<file path="config.mk">
export PLATFORM = sky130hd
export DESIGN_NAME = peer_table_lookup_insert_core
export DESIGN_NICKNAME = d
export VERILOG_FILES = /design/src/hdl/ptl_pkg.sv /design/src/hdl/ptl_cell.sv /design/src/hdl/peer_table_lookup_insert_core.sv
export SDC_FILE = /design/constraint.sdc
export NUM_CORES = 2
export LEC_CHECK = 0
export BUFFER_PORTS_ARGS = -buffer_cell sky130_fd_sc_hd__buf_2
export CAP_MARGIN = 20
export CORE_ASPECT_RATIO = 1.1
export CORE_UTILIZATION = 57
export CTS_BUF_LIST = sky130_fd_sc_hd__clkbuf_16
export DETAILED_ROUTE_END_ITERATION = 10
export PLACE_DENSITY = 0.78
export REMOVE_ABC_BUFFERS = 1
export SLEW_MARGIN = 10
export SYNTH_ARGS = -nofsm -noshare
export SYNTH_HDL_FRONTEND = slang
export SYNTH_HIERARCHICAL = 1
export SYNTH_SLANG_ARGS = --single-unit
</file>
<file path="constraint.sdc">
create_clock -name clk -period 11 [get_ports clk]
set_input_delay 1.1 -clock clk [delete_from_list [all_inputs] [get_ports clk]]
set_output_delay 1.1 -clock clk [all_outputs]
set_load 0.01 [all_outputs]
</file>
<file path="src/hdl/ptl_pkg.sv">
// ----------------------------------------------------------------------------
// ptl_pkg
// Shared types and codes for the peer table: request layout, result codes,
// the control group that goes to every cell and the record passed along the
// row of cells.
// ----------------------------------------------------------------------------
`default_nettype none

package ptl_pkg;

	// widest slot index, for a table of up to 64 entries
	localparam int IDX_W = 6;

	typedef enum logic [1:0] {
		OP_REGISTER = 2'd0,
		OP_FIND     = 2'd1,
		OP_REMOVE   = 2'd2,
		OP_COUNT    = 2'd3
	} op_t;

	typedef enum logic [2:0] {
		ST_UPDATED   = 3'd0,
		ST_CREATED   = 3'd1,
		ST_FULL      = 3'd2,
		ST_FOUND     = 3'd3,
		ST_NOT_FOUND = 3'd4,
		ST_REMOVED   = 3'd5,
		ST_BAD_INDEX = 3'd6,
		ST_COUNTED   = 3'd7
	} status_t;

	typedef struct packed {
		op_t                operation;
		logic [31:0]        peer_address;
		logic [15:0]        peer_port;
		logic [63:0]        peer_tag;
		logic [31:0]        files_handle;
		logic [7:0]         files_count;
		logic signed [7:0]  slot_request;
	} req_t;

	// broadcast to every cell
	typedef struct packed {
		logic fire;
		logic any_hit;
		logic rm_ok;
	} cell_ctl_t;

	// handed from one cell to the next
	typedef struct packed {
		logic             hit_seen;
		logic [IDX_W-1:0] hit_idx;
		logic             free_seen;
		logic [IDX_W-1:0] free_idx;
		logic             rm_live;
	} chain_t;

endpackage

`default_nettype wire

</file>
<file path="src/hdl/ptl_cell.sv">
// ----------------------------------------------------------------------------
// ptl_cell
// One table entry. Compares its key with the request, takes part in the
// lowest-match and lowest-free priority chain, and updates itself when the
// request completes.
// ----------------------------------------------------------------------------
`default_nettype none

module ptl_cell (
	input  wire logic                    clk,
	input  wire logic                    arst_n,
	input  wire logic [ptl_pkg::IDX_W-1:0] cell_index,
	input  wire ptl_pkg::req_t           req,
	input  wire ptl_pkg::cell_ctl_t      ctl,
	input  wire ptl_pkg::chain_t         chain_in,
	output ptl_pkg::chain_t              chain_out
);

	logic        live_q;
	logic [31:0] address_q;
	logic [15:0] port_q;
	logic [63:0] tag_q;
	logic [31:0] handle_q;
	logic [7:0]  count_q;

	logic key_match;
	logic hit_first;
	logic free_first;
	logic rm_sel;

	assign key_match  = live_q && (address_q == req.peer_address) && (port_q == req.peer_port);
	assign hit_first  = key_match && !chain_in.hit_seen;
	assign free_first = !live_q && !chain_in.free_seen;
	assign rm_sel     = ($unsigned(req.slot_request) == 8'(cell_index));

	always_comb begin
		chain_out.hit_seen  = chain_in.hit_seen | key_match;
		chain_out.hit_idx   = chain_in.hit_seen ? chain_in.hit_idx : cell_index;
		chain_out.free_seen = chain_in.free_seen | !live_q;
		chain_out.free_idx  = chain_in.free_seen ? chain_in.free_idx : cell_index;
		chain_out.rm_live   = chain_in.rm_live | (rm_sel & live_q);
	end

	always_ff @(posedge clk or negedge arst_n) begin
		if (!arst_n) begin
			live_q    <= 1'b0;
			address_q <= '0;
			port_q    <= '0;
			tag_q     <= '0;
			handle_q  <= '0;
			count_q   <= '0;
		end else if (ctl.fire) begin
			case (req.operation)
				ptl_pkg::OP_REGISTER: begin
					if (hit_first) begin
						handle_q <= req.files_handle;
						if (req.files_count != 8'd0) count_q <= req.files_count;
					end else if (!ctl.any_hit && free_first) begin
						live_q    <= 1'b1;
						address_q <= req.peer_address;
						port_q    <= req.peer_port;
						tag_q     <= req.peer_tag;
						handle_q  <= req.files_handle;
						if (req.files_count != 8'd0) count_q <= req.files_count;
					end
				end
				ptl_pkg::OP_REMOVE: begin
					// only the live mark goes, the rest of the entry stays
					if (ctl.rm_ok && rm_sel) live_q <= 1'b0;
				end
				default: begin
				end
			endcase
		end
	end

endmodule

`default_nettype wire

</file>
<file path="src/hdl/peer_table_lookup_insert_core.sv">
// ----------------------------------------------------------------------------
// peer_table_lookup_insert_core
// Peer table keyed by address and port: register or update, find, remove
// by slot and count, built as a row of entry cells.
// ----------------------------------------------------------------------------
//  channel  direction  handshake            payload
//  in       to core    in_valid/in_ready    operation, peer_address, peer_port,
//                                           peer_tag, files_handle, files_count,
//                                           slot_request
//  out      from core  out_valid/out_ready  status, slot, live_total
//
// An item is first captured in the request register; the cell row then finds
// the lowest match and lowest free slot and commits the update.
// The priority chain across TABLE_ENTRIES cells sets the match cycle's depth.
// Reset clears the whole table at once, no sweep.
// A stalled result holds the captured request, and no new item is taken
// until it moves to the output register.
// ----------------------------------------------------------------------------
`default_nettype none

module peer_table_lookup_insert_core #(
	parameter int TABLE_ENTRIES = 16
) (
	input  wire logic              clk,
	input  wire logic              arst_n,
	input  wire logic              in_valid,
	output logic                   in_ready,
	input  wire logic [1:0]        operation,
	input  wire logic [31:0]       peer_address,
	input  wire logic [15:0]       peer_port,
	input  wire logic [63:0]       peer_tag,
	input  wire logic [31:0]       files_handle,
	input  wire logic [7:0]        files_count,
	input  wire logic signed [7:0] slot_request,
	output logic                   out_valid,
	input  wire logic              out_ready,
	output logic [2:0]             status,
	output logic [3:0]             slot,
	output logic [4:0]             live_total
);

	localparam int LIVE_W = $clog2(TABLE_ENTRIES + 1);

	ptl_pkg::req_t      req_s1;
	logic               valid_s1;
	ptl_pkg::cell_ctl_t ctl;
	ptl_pkg::chain_t    chain [0:TABLE_ENTRIES];

	logic [LIVE_W-1:0]   live_q;
	logic [LIVE_W-1:0]   live_nxt;
	logic [LIVE_W+4:0]   live_ext;
	ptl_pkg::status_t    status_nxt;
	logic [3:0]          slot_nxt;
	logic                fire;

	ptl_pkg::status_t    status_q;
	logic [3:0]          slot_q;
	logic [4:0]          live_total_q;
	logic                out_valid_q;

	assign in_ready = !valid_s1;
	assign fire     = valid_s1 && (!out_valid_q || out_ready);

	always_ff @(posedge clk or negedge arst_n) begin
		if (!arst_n) begin
			valid_s1 <= 1'b0;
		end else if (in_valid && in_ready) begin
			valid_s1 <= 1'b1;
		end else if (fire) begin
			valid_s1 <= 1'b0;
		end
	end

	always_ff @(posedge clk) begin
		if (in_valid && in_ready) begin
			req_s1.operation    <= ptl_pkg::op_t'(operation);
			req_s1.peer_address <= peer_address;
			req_s1.peer_port    <= peer_port;
			req_s1.peer_tag     <= peer_tag;
			req_s1.files_handle <= files_handle;
			req_s1.files_count  <= files_count;
			req_s1.slot_request <= slot_request;
		end
	end

	assign chain[0] = '0;

	always_comb begin
		ctl.fire    = fire;
		ctl.any_hit = chain[TABLE_ENTRIES].hit_seen;
		// negative or past the end is rejected
		ctl.rm_ok   = !req_s1.slot_request[7] &&
			($unsigned(req_s1.slot_request) < 8'(TABLE_ENTRIES));
	end

	for (genvar i = 0; i < TABLE_ENTRIES; i++) begin : g_cell
		ptl_cell u_cell (
			.clk        (clk),
			.arst_n     (arst_n),
			.cell_index (ptl_pkg::IDX_W'(i)),
			.req        (req_s1),
			.ctl        (ctl),
			.chain_in   (chain[i]),
			.chain_out  (chain[i+1])
		);
	end

	always_comb begin
		live_nxt   = live_q;
		slot_nxt   = 4'd0;
		status_nxt = ptl_pkg::ST_COUNTED;
		case (req_s1.operation)
			ptl_pkg::OP_REGISTER: begin
				if (ctl.any_hit) begin
					status_nxt = ptl_pkg::ST_UPDATED;
					slot_nxt   = chain[TABLE_ENTRIES].hit_idx[3:0];
				end else if (chain[TABLE_ENTRIES].free_seen) begin
					status_nxt = ptl_pkg::ST_CREATED;
					slot_nxt   = chain[TABLE_ENTRIES].free_idx[3:0];
					live_nxt   = live_q + LIVE_W'(1);
				end else begin
					status_nxt = ptl_pkg::ST_FULL;
				end
			end
			ptl_pkg::OP_FIND: begin
				if (ctl.any_hit) begin
					status_nxt = ptl_pkg::ST_FOUND;
					slot_nxt   = chain[TABLE_ENTRIES].hit_idx[3:0];
				end else begin
					status_nxt = ptl_pkg::ST_NOT_FOUND;
				end
			end
			ptl_pkg::OP_REMOVE: begin
				if (ctl.rm_ok) begin
					status_nxt = ptl_pkg::ST_REMOVED;
					slot_nxt   = req_s1.slot_request[3:0];
					// removing a dead slot leaves the count alone
					if (chain[TABLE_ENTRIES].rm_live) live_nxt = live_q - LIVE_W'(1);
				end else begin
					status_nxt = ptl_pkg::ST_BAD_INDEX;
				end
			end
			default: begin
				status_nxt = ptl_pkg::ST_COUNTED;
			end
		endcase
	end

	assign live_ext = (LIVE_W + 5)'(live_nxt);

	always_ff @(posedge clk or negedge arst_n) begin
		if (!arst_n) begin
			live_q      <= '0;
			out_valid_q <= 1'b0;
		end else begin
			if (fire) begin
				live_q      <= live_nxt;
				out_valid_q <= 1'b1;
			end else if (out_ready) begin
				out_valid_q <= 1'b0;
			end
		end
	end

	always_ff @(posedge clk) begin
		if (fire) begin
			status_q     <= status_nxt;
			slot_q       <= slot_nxt;
			live_total_q <= live_ext[4:0];
		end
	end

	assign out_valid  = out_valid_q;
	assign status     = status_q;
	assign slot       = slot_q;
	assign live_total = live_total_q;

endmodule

`default_nettype wire

</file>
---- Word-level counts from Yosys, hierarchy flattened ----
Cells that the tools add are included.
cells by class
  multiplexer cells ....................... 113
  reduce and logical (&&, ||, !) cells .... 184
  add/sub/neg operators ................... 2
  multiply operators ...................... 0
  $lt $le $gt $ge ......................... 1
  shifts and indexed selects .............. 0
  divide/modulo/power cells ............... 0
  bitwise gates (word level) .............. 77
  eq/ne operators ......................... 97
operators by type and width
  operator              number
  $eq A32 B32 Y1        16
  $eq A16 B16 Y1        16
  $logic_and A1 B1 Y1   97
  $mux W4               20
  $reduce_and A5 Y1     16
  $eq A8 B4 Y1 const B  8
  $ne A2 B1 Y1 const B  32
  $reduce_and A4 Y1     16
  $mux W1               54
  $logic_not A1 Y1      49
  $or A1 B1 Y1          45
  $eq A8 B3 Y1 const B  4
  $ne A2 B2 Y1 const B  16
  $pmux W1 S2           16
  $mux W3               9
  $mux W5               4
  $and A1 B1 Y1         16
  $eq A8 B2 Y1 const B  2
  $not A1 Y1            16
  $mux W2               7
  $pmux W4 S3           1
  $pmux W5 S2           1
  $pmux W3 S3           1
  $eq A8 B1 Y1 const B  1
  9 further kinds       11
word-level totals
  RAM bits ................................ 0
  input bits .............................. 166
  register bits after elaboration ......... 861
  output and inout bits ................... 14
  latch bits .............................. 0
  memory bits (read-only) ................. 0
  memories kept ........................... 0

---- Logic depth before layout (Yosys ltp) ----
  word-level depth ........................ 23
  depth in mapped cells ................... 40
  gate-level depth less buffers ........... 24

---- Cells and area by module ----
The synthesis kept the hierarchy.
by module, submodules not included
  module                             times used  cells each  area each (um^2)
  ptl_cell at g_cell[10].u_cell ...  15          210         2826.5
  peer_table_lookup_insert_core      1           259         5952.0
  ptl_cell at g_cell[0].u_cell       1           214         2787.7

---- Worst setup path before layout ----
OpenSTA, ideal clock, no wires.
  path type ............................... register to register
  start point ............................. register req_s1[118] (netlist name)
  end point ............................... register g_cell[0].u_cell.address_q[30]
  setup time .............................. 0.126 ns
  period minus slack after synthesis ...... 9.033 ns
  slack ................................... 1.967 ns
  arrival ................................. 8.907 ns
  cell stages (with the launch flop) ...... 40
  buffers on the path ..................... 16
  data required time ...................... 10.874 ns
  cell sequence ........................... edfxtp_1 -> inv_1 -> o22ai_1 -> or4_1 -> nor4_1 -> a41o_1 -> clkbuf_1 -> a41o_1 -> clkbuf_1 -> a41o_1 -> clkbuf_1 -> a41o_1 -> clkbuf_1 -> a41o_1 -> clkbuf_1 -> a41o_1 -> clkbuf_1 -> a41o_1 -> (+4 left out) -> clkbuf_1 -> a41o_1 -> clkbuf_1 -> a41o_1 -> clkbuf_1 -> a41o_1 -> clkbuf_1 -> a41o_1 -> clkbuf_1 -> a41o_1 -> clkbuf_1 -> a41o_1 -> clkbuf_1 -> a41o_1 -> or4b_4 -> nor2_8 -> buf_8 -> mux2_2
RTL lines
  element               line                                 RTL
  from (decl)           peer_table_lookup_insert_core.sv:44  ptl_pkg::req_t req_s1;
  to (signal assigned)  ptl_cell.sv:60                       address_q <= req.peer_address;
  to (decl)             ptl_cell.sv:20                       logic [31:0] address_q;

==> results.md <==
* Yosys warnings at 6
* GR Util met1 at 36.6%
* Post-Syn Area at 0.0473 mm^2
* Max Root-Sink Buffers at 3
* Setup TNS Final at 0 ns
* CP endpoint kind: register
* GR peak layer: met2
* Final hold viol count at 0
* Gates resized, CTS repair at 0
* Largest net degree at the start of global routing at 107
* H-tree levels at 3
* Die H at 304 um
* Most common cell after layout, fill and taps aside: dfrtp_1
* Max-Slew Margin vs Limit at 22.6%
* Post-Route WL at 108 mm
* Total CTS buffers at 91
* Nets at 4000
* Minimum clock period at 9.06 ns
* Worst path required time at 11.53 ns
* Endpoints failing setup at 0
* First-pass DRT Iterations at 5
* Hold buffers post-CTS at 0
* Wirelength per Cell at 21.7 um
* VDD IR-drop max at 0.137 mV
* Post-Synthesis Cells at 3455
* Fmax achieved at 110 MHz
* Pint at 6.08 mW
* Filler instances at 5973
* Drt initial violations at 2112
* Met3 usage at 3.52%
* DR vias/cell at 5.58
* PwrDens at 166 mW/mm^2
* GR Overflow Total at 0
* Sw Ratio at 29.8%
* Clock Skew at 0.0377 ns
* Clock Power Share at 35.8%
* Clock sink count at 861
* IO Count at 180
* Antenna Nets Post-Route at 0
* Setup CP Type: register to register
* Switching power at 2.58 mW
* Crit path max fanout at 28
* Via count at 27800
* Clk Latency, worst-skew pair at 0.67 ns
* Area of the multi-input gates at 0.0240 mm^2
* Initial antenna violation count at 3
* Tot Pwr at 8.66 mW
* Clock transition at path regs at 0.06 ns
* Leading cell types in the layout, fill and taps excluded: 791 x dfrtp_1, 630 x mux2_4, 466 x xor2_1, 292 x xnor2_1, 235 x conb_1
* Seq pwr share at 43.9%
* Root Buffer: clkbuf_16
* Starting Density at 57.7%
* Mean post-synth cell area at 13.7 um^2
* Leakage at 24.4 nW
* RSZ-0062 raised after global routing: no
* Vias in the first global route at 28700
* IO Port Bufs at 75
* P&R area growth vs syn at 9.99%
* Overall routing resource usage at 26.0%
* Status: completed
* FF/Latch Area at 0.0219 mm^2
* DIE WIDTH at 277 um
* Core footprint at 0.0820 mm^2
* WP data arrival at 9.58 ns
* Residual DRC count at 0
* Max cap viols at 0
* Core Rows at 110
* Max-slew violations at 0
* CTS tree: built
* Met2 Use GR at 40.4%
* Final Cycle Share at 82.3%
* Global-route wire length before repair at 171 mm
* Share of layout cells above drive strength 1 at 30.0%
* DP Wirelength at 68.5 mm
* Post-CTS Setup Repair Bufs at 0
* GP Congestion at 0.847
* Crit start category: register
* Slew @ Worst Pin at 1.16 ns
* Die area at 0.0841 mm^2
* Logic pwr share at 20.3%
* Worst hold path type: register to register
-- sequential cells by signal (all words and copies together) (netlist names), 3 cells and up --
name,flops
g_cell.u_cell/live_q,16
slot,4
status,3
live_total,5
g_cell.u_cell/port_q,256
req_s1,58
g_cell.u_cell/address_q,512
live_q,5
-- cell type report --
class                           count  area share [%]
Multi-Input combinational cell   2556            46.2
Antenna cell                        2         0.00962
Inverter                          156            1.13
Timing Repair Buffer              166            2.16
Clock inverter                     76            1.34
Clock buffer                       93            4.47
Sequential cell                   861            42.1
Tap cell                         1064            2.56
-- power groups by stage --
stage	Combinational [mW]	Sequential [mW]	Clock, mW
after detailed placement	1.73	3.85	0
after CTS	1.75	3.80	3.15
after global placement	1.69	3.84	0
after floorplan	1.03	3.96	0
after global routing	1.90	3.83	3.28
final	1.76	3.80	3.10
-- final timing paths --
| path | from | to | slack, ns | cells past startpoint |
|---|---|---|---|---|
| setup / recovery | req_s1[140] | g_cell[8].u_cell/address_q[1] | 1.94 | 23 |
| hold / removal | live_q[4] | live_q[4] | 0.49 | 1 |
| setup reg to reg | req_s1[140] | g_cell[8].u_cell/address_q[1] | 1.94 | 23 |
| hold reg to reg | live_q[4] | live_q[4] | 0.49 | 1 |
| max in group asynchronous | arst_n | g_cell[12].u_cell/address_q[13] | 8.12 | 3 |
| min in group asynchronous | arst_n | g_cell[3].u_cell/port_q[15] | 0.51 | 1 |
-- routing by layer --
| layer | routed length [um] | up-vias | part of all wire [%] |
|---|---|---|---|
| li1 | - | 12800 | - |
| met1 | 49200 | 14200 | 46 |
| met2 | 49500 | 645 | 46 |
| met3 | 4870 | 157 | 4.5 |
| met4 | 4350 | 2 | 4.0 |
| met5 | 15 | - | 0.014 |
-- critical path, cell delays in order (launching register included) --
cell and delay (ns):
edfxtp_1 0.86, xor2_1 0.20, or4_1 0.17, nor4_1 0.06, a41o_1 0.36, a41o_1 0.33, a41o_1 0.33, a41o_1 0.32
a41o_1 0.30, a41o_1 0.31, a41o_1 0.31, a41o_1 0.31, a41o_1 0.32, a41o_1 0.30, a41o_1 0.30, a41o_1 0.32
a41o_1 0.31, a41o_1 0.31, a41o_1 0.31, a41o_1 0.59, or4b_4 0.69, nor2_8 0.67, buf_4 0.51, mux2_2 0.39
-- metrics by stage --
step	utilization [%]	setup slack [ns]	area, um^2	instances	hold WS, ns
final	63.4	1.94	52000	4974	0.486
after global routing	63.4	1.67	52000	4972	0.538
after CTS	63.3	1.98	51900	4968	0.487
after detailed placement	59.6	2.09	48900	4799	0.480
after global placement	59.6	2.16	48900	4799	0.474
after floorplan	-	3.26	46500	3573	0.461
Note: power is estimated with default switching activity, not from simulation.
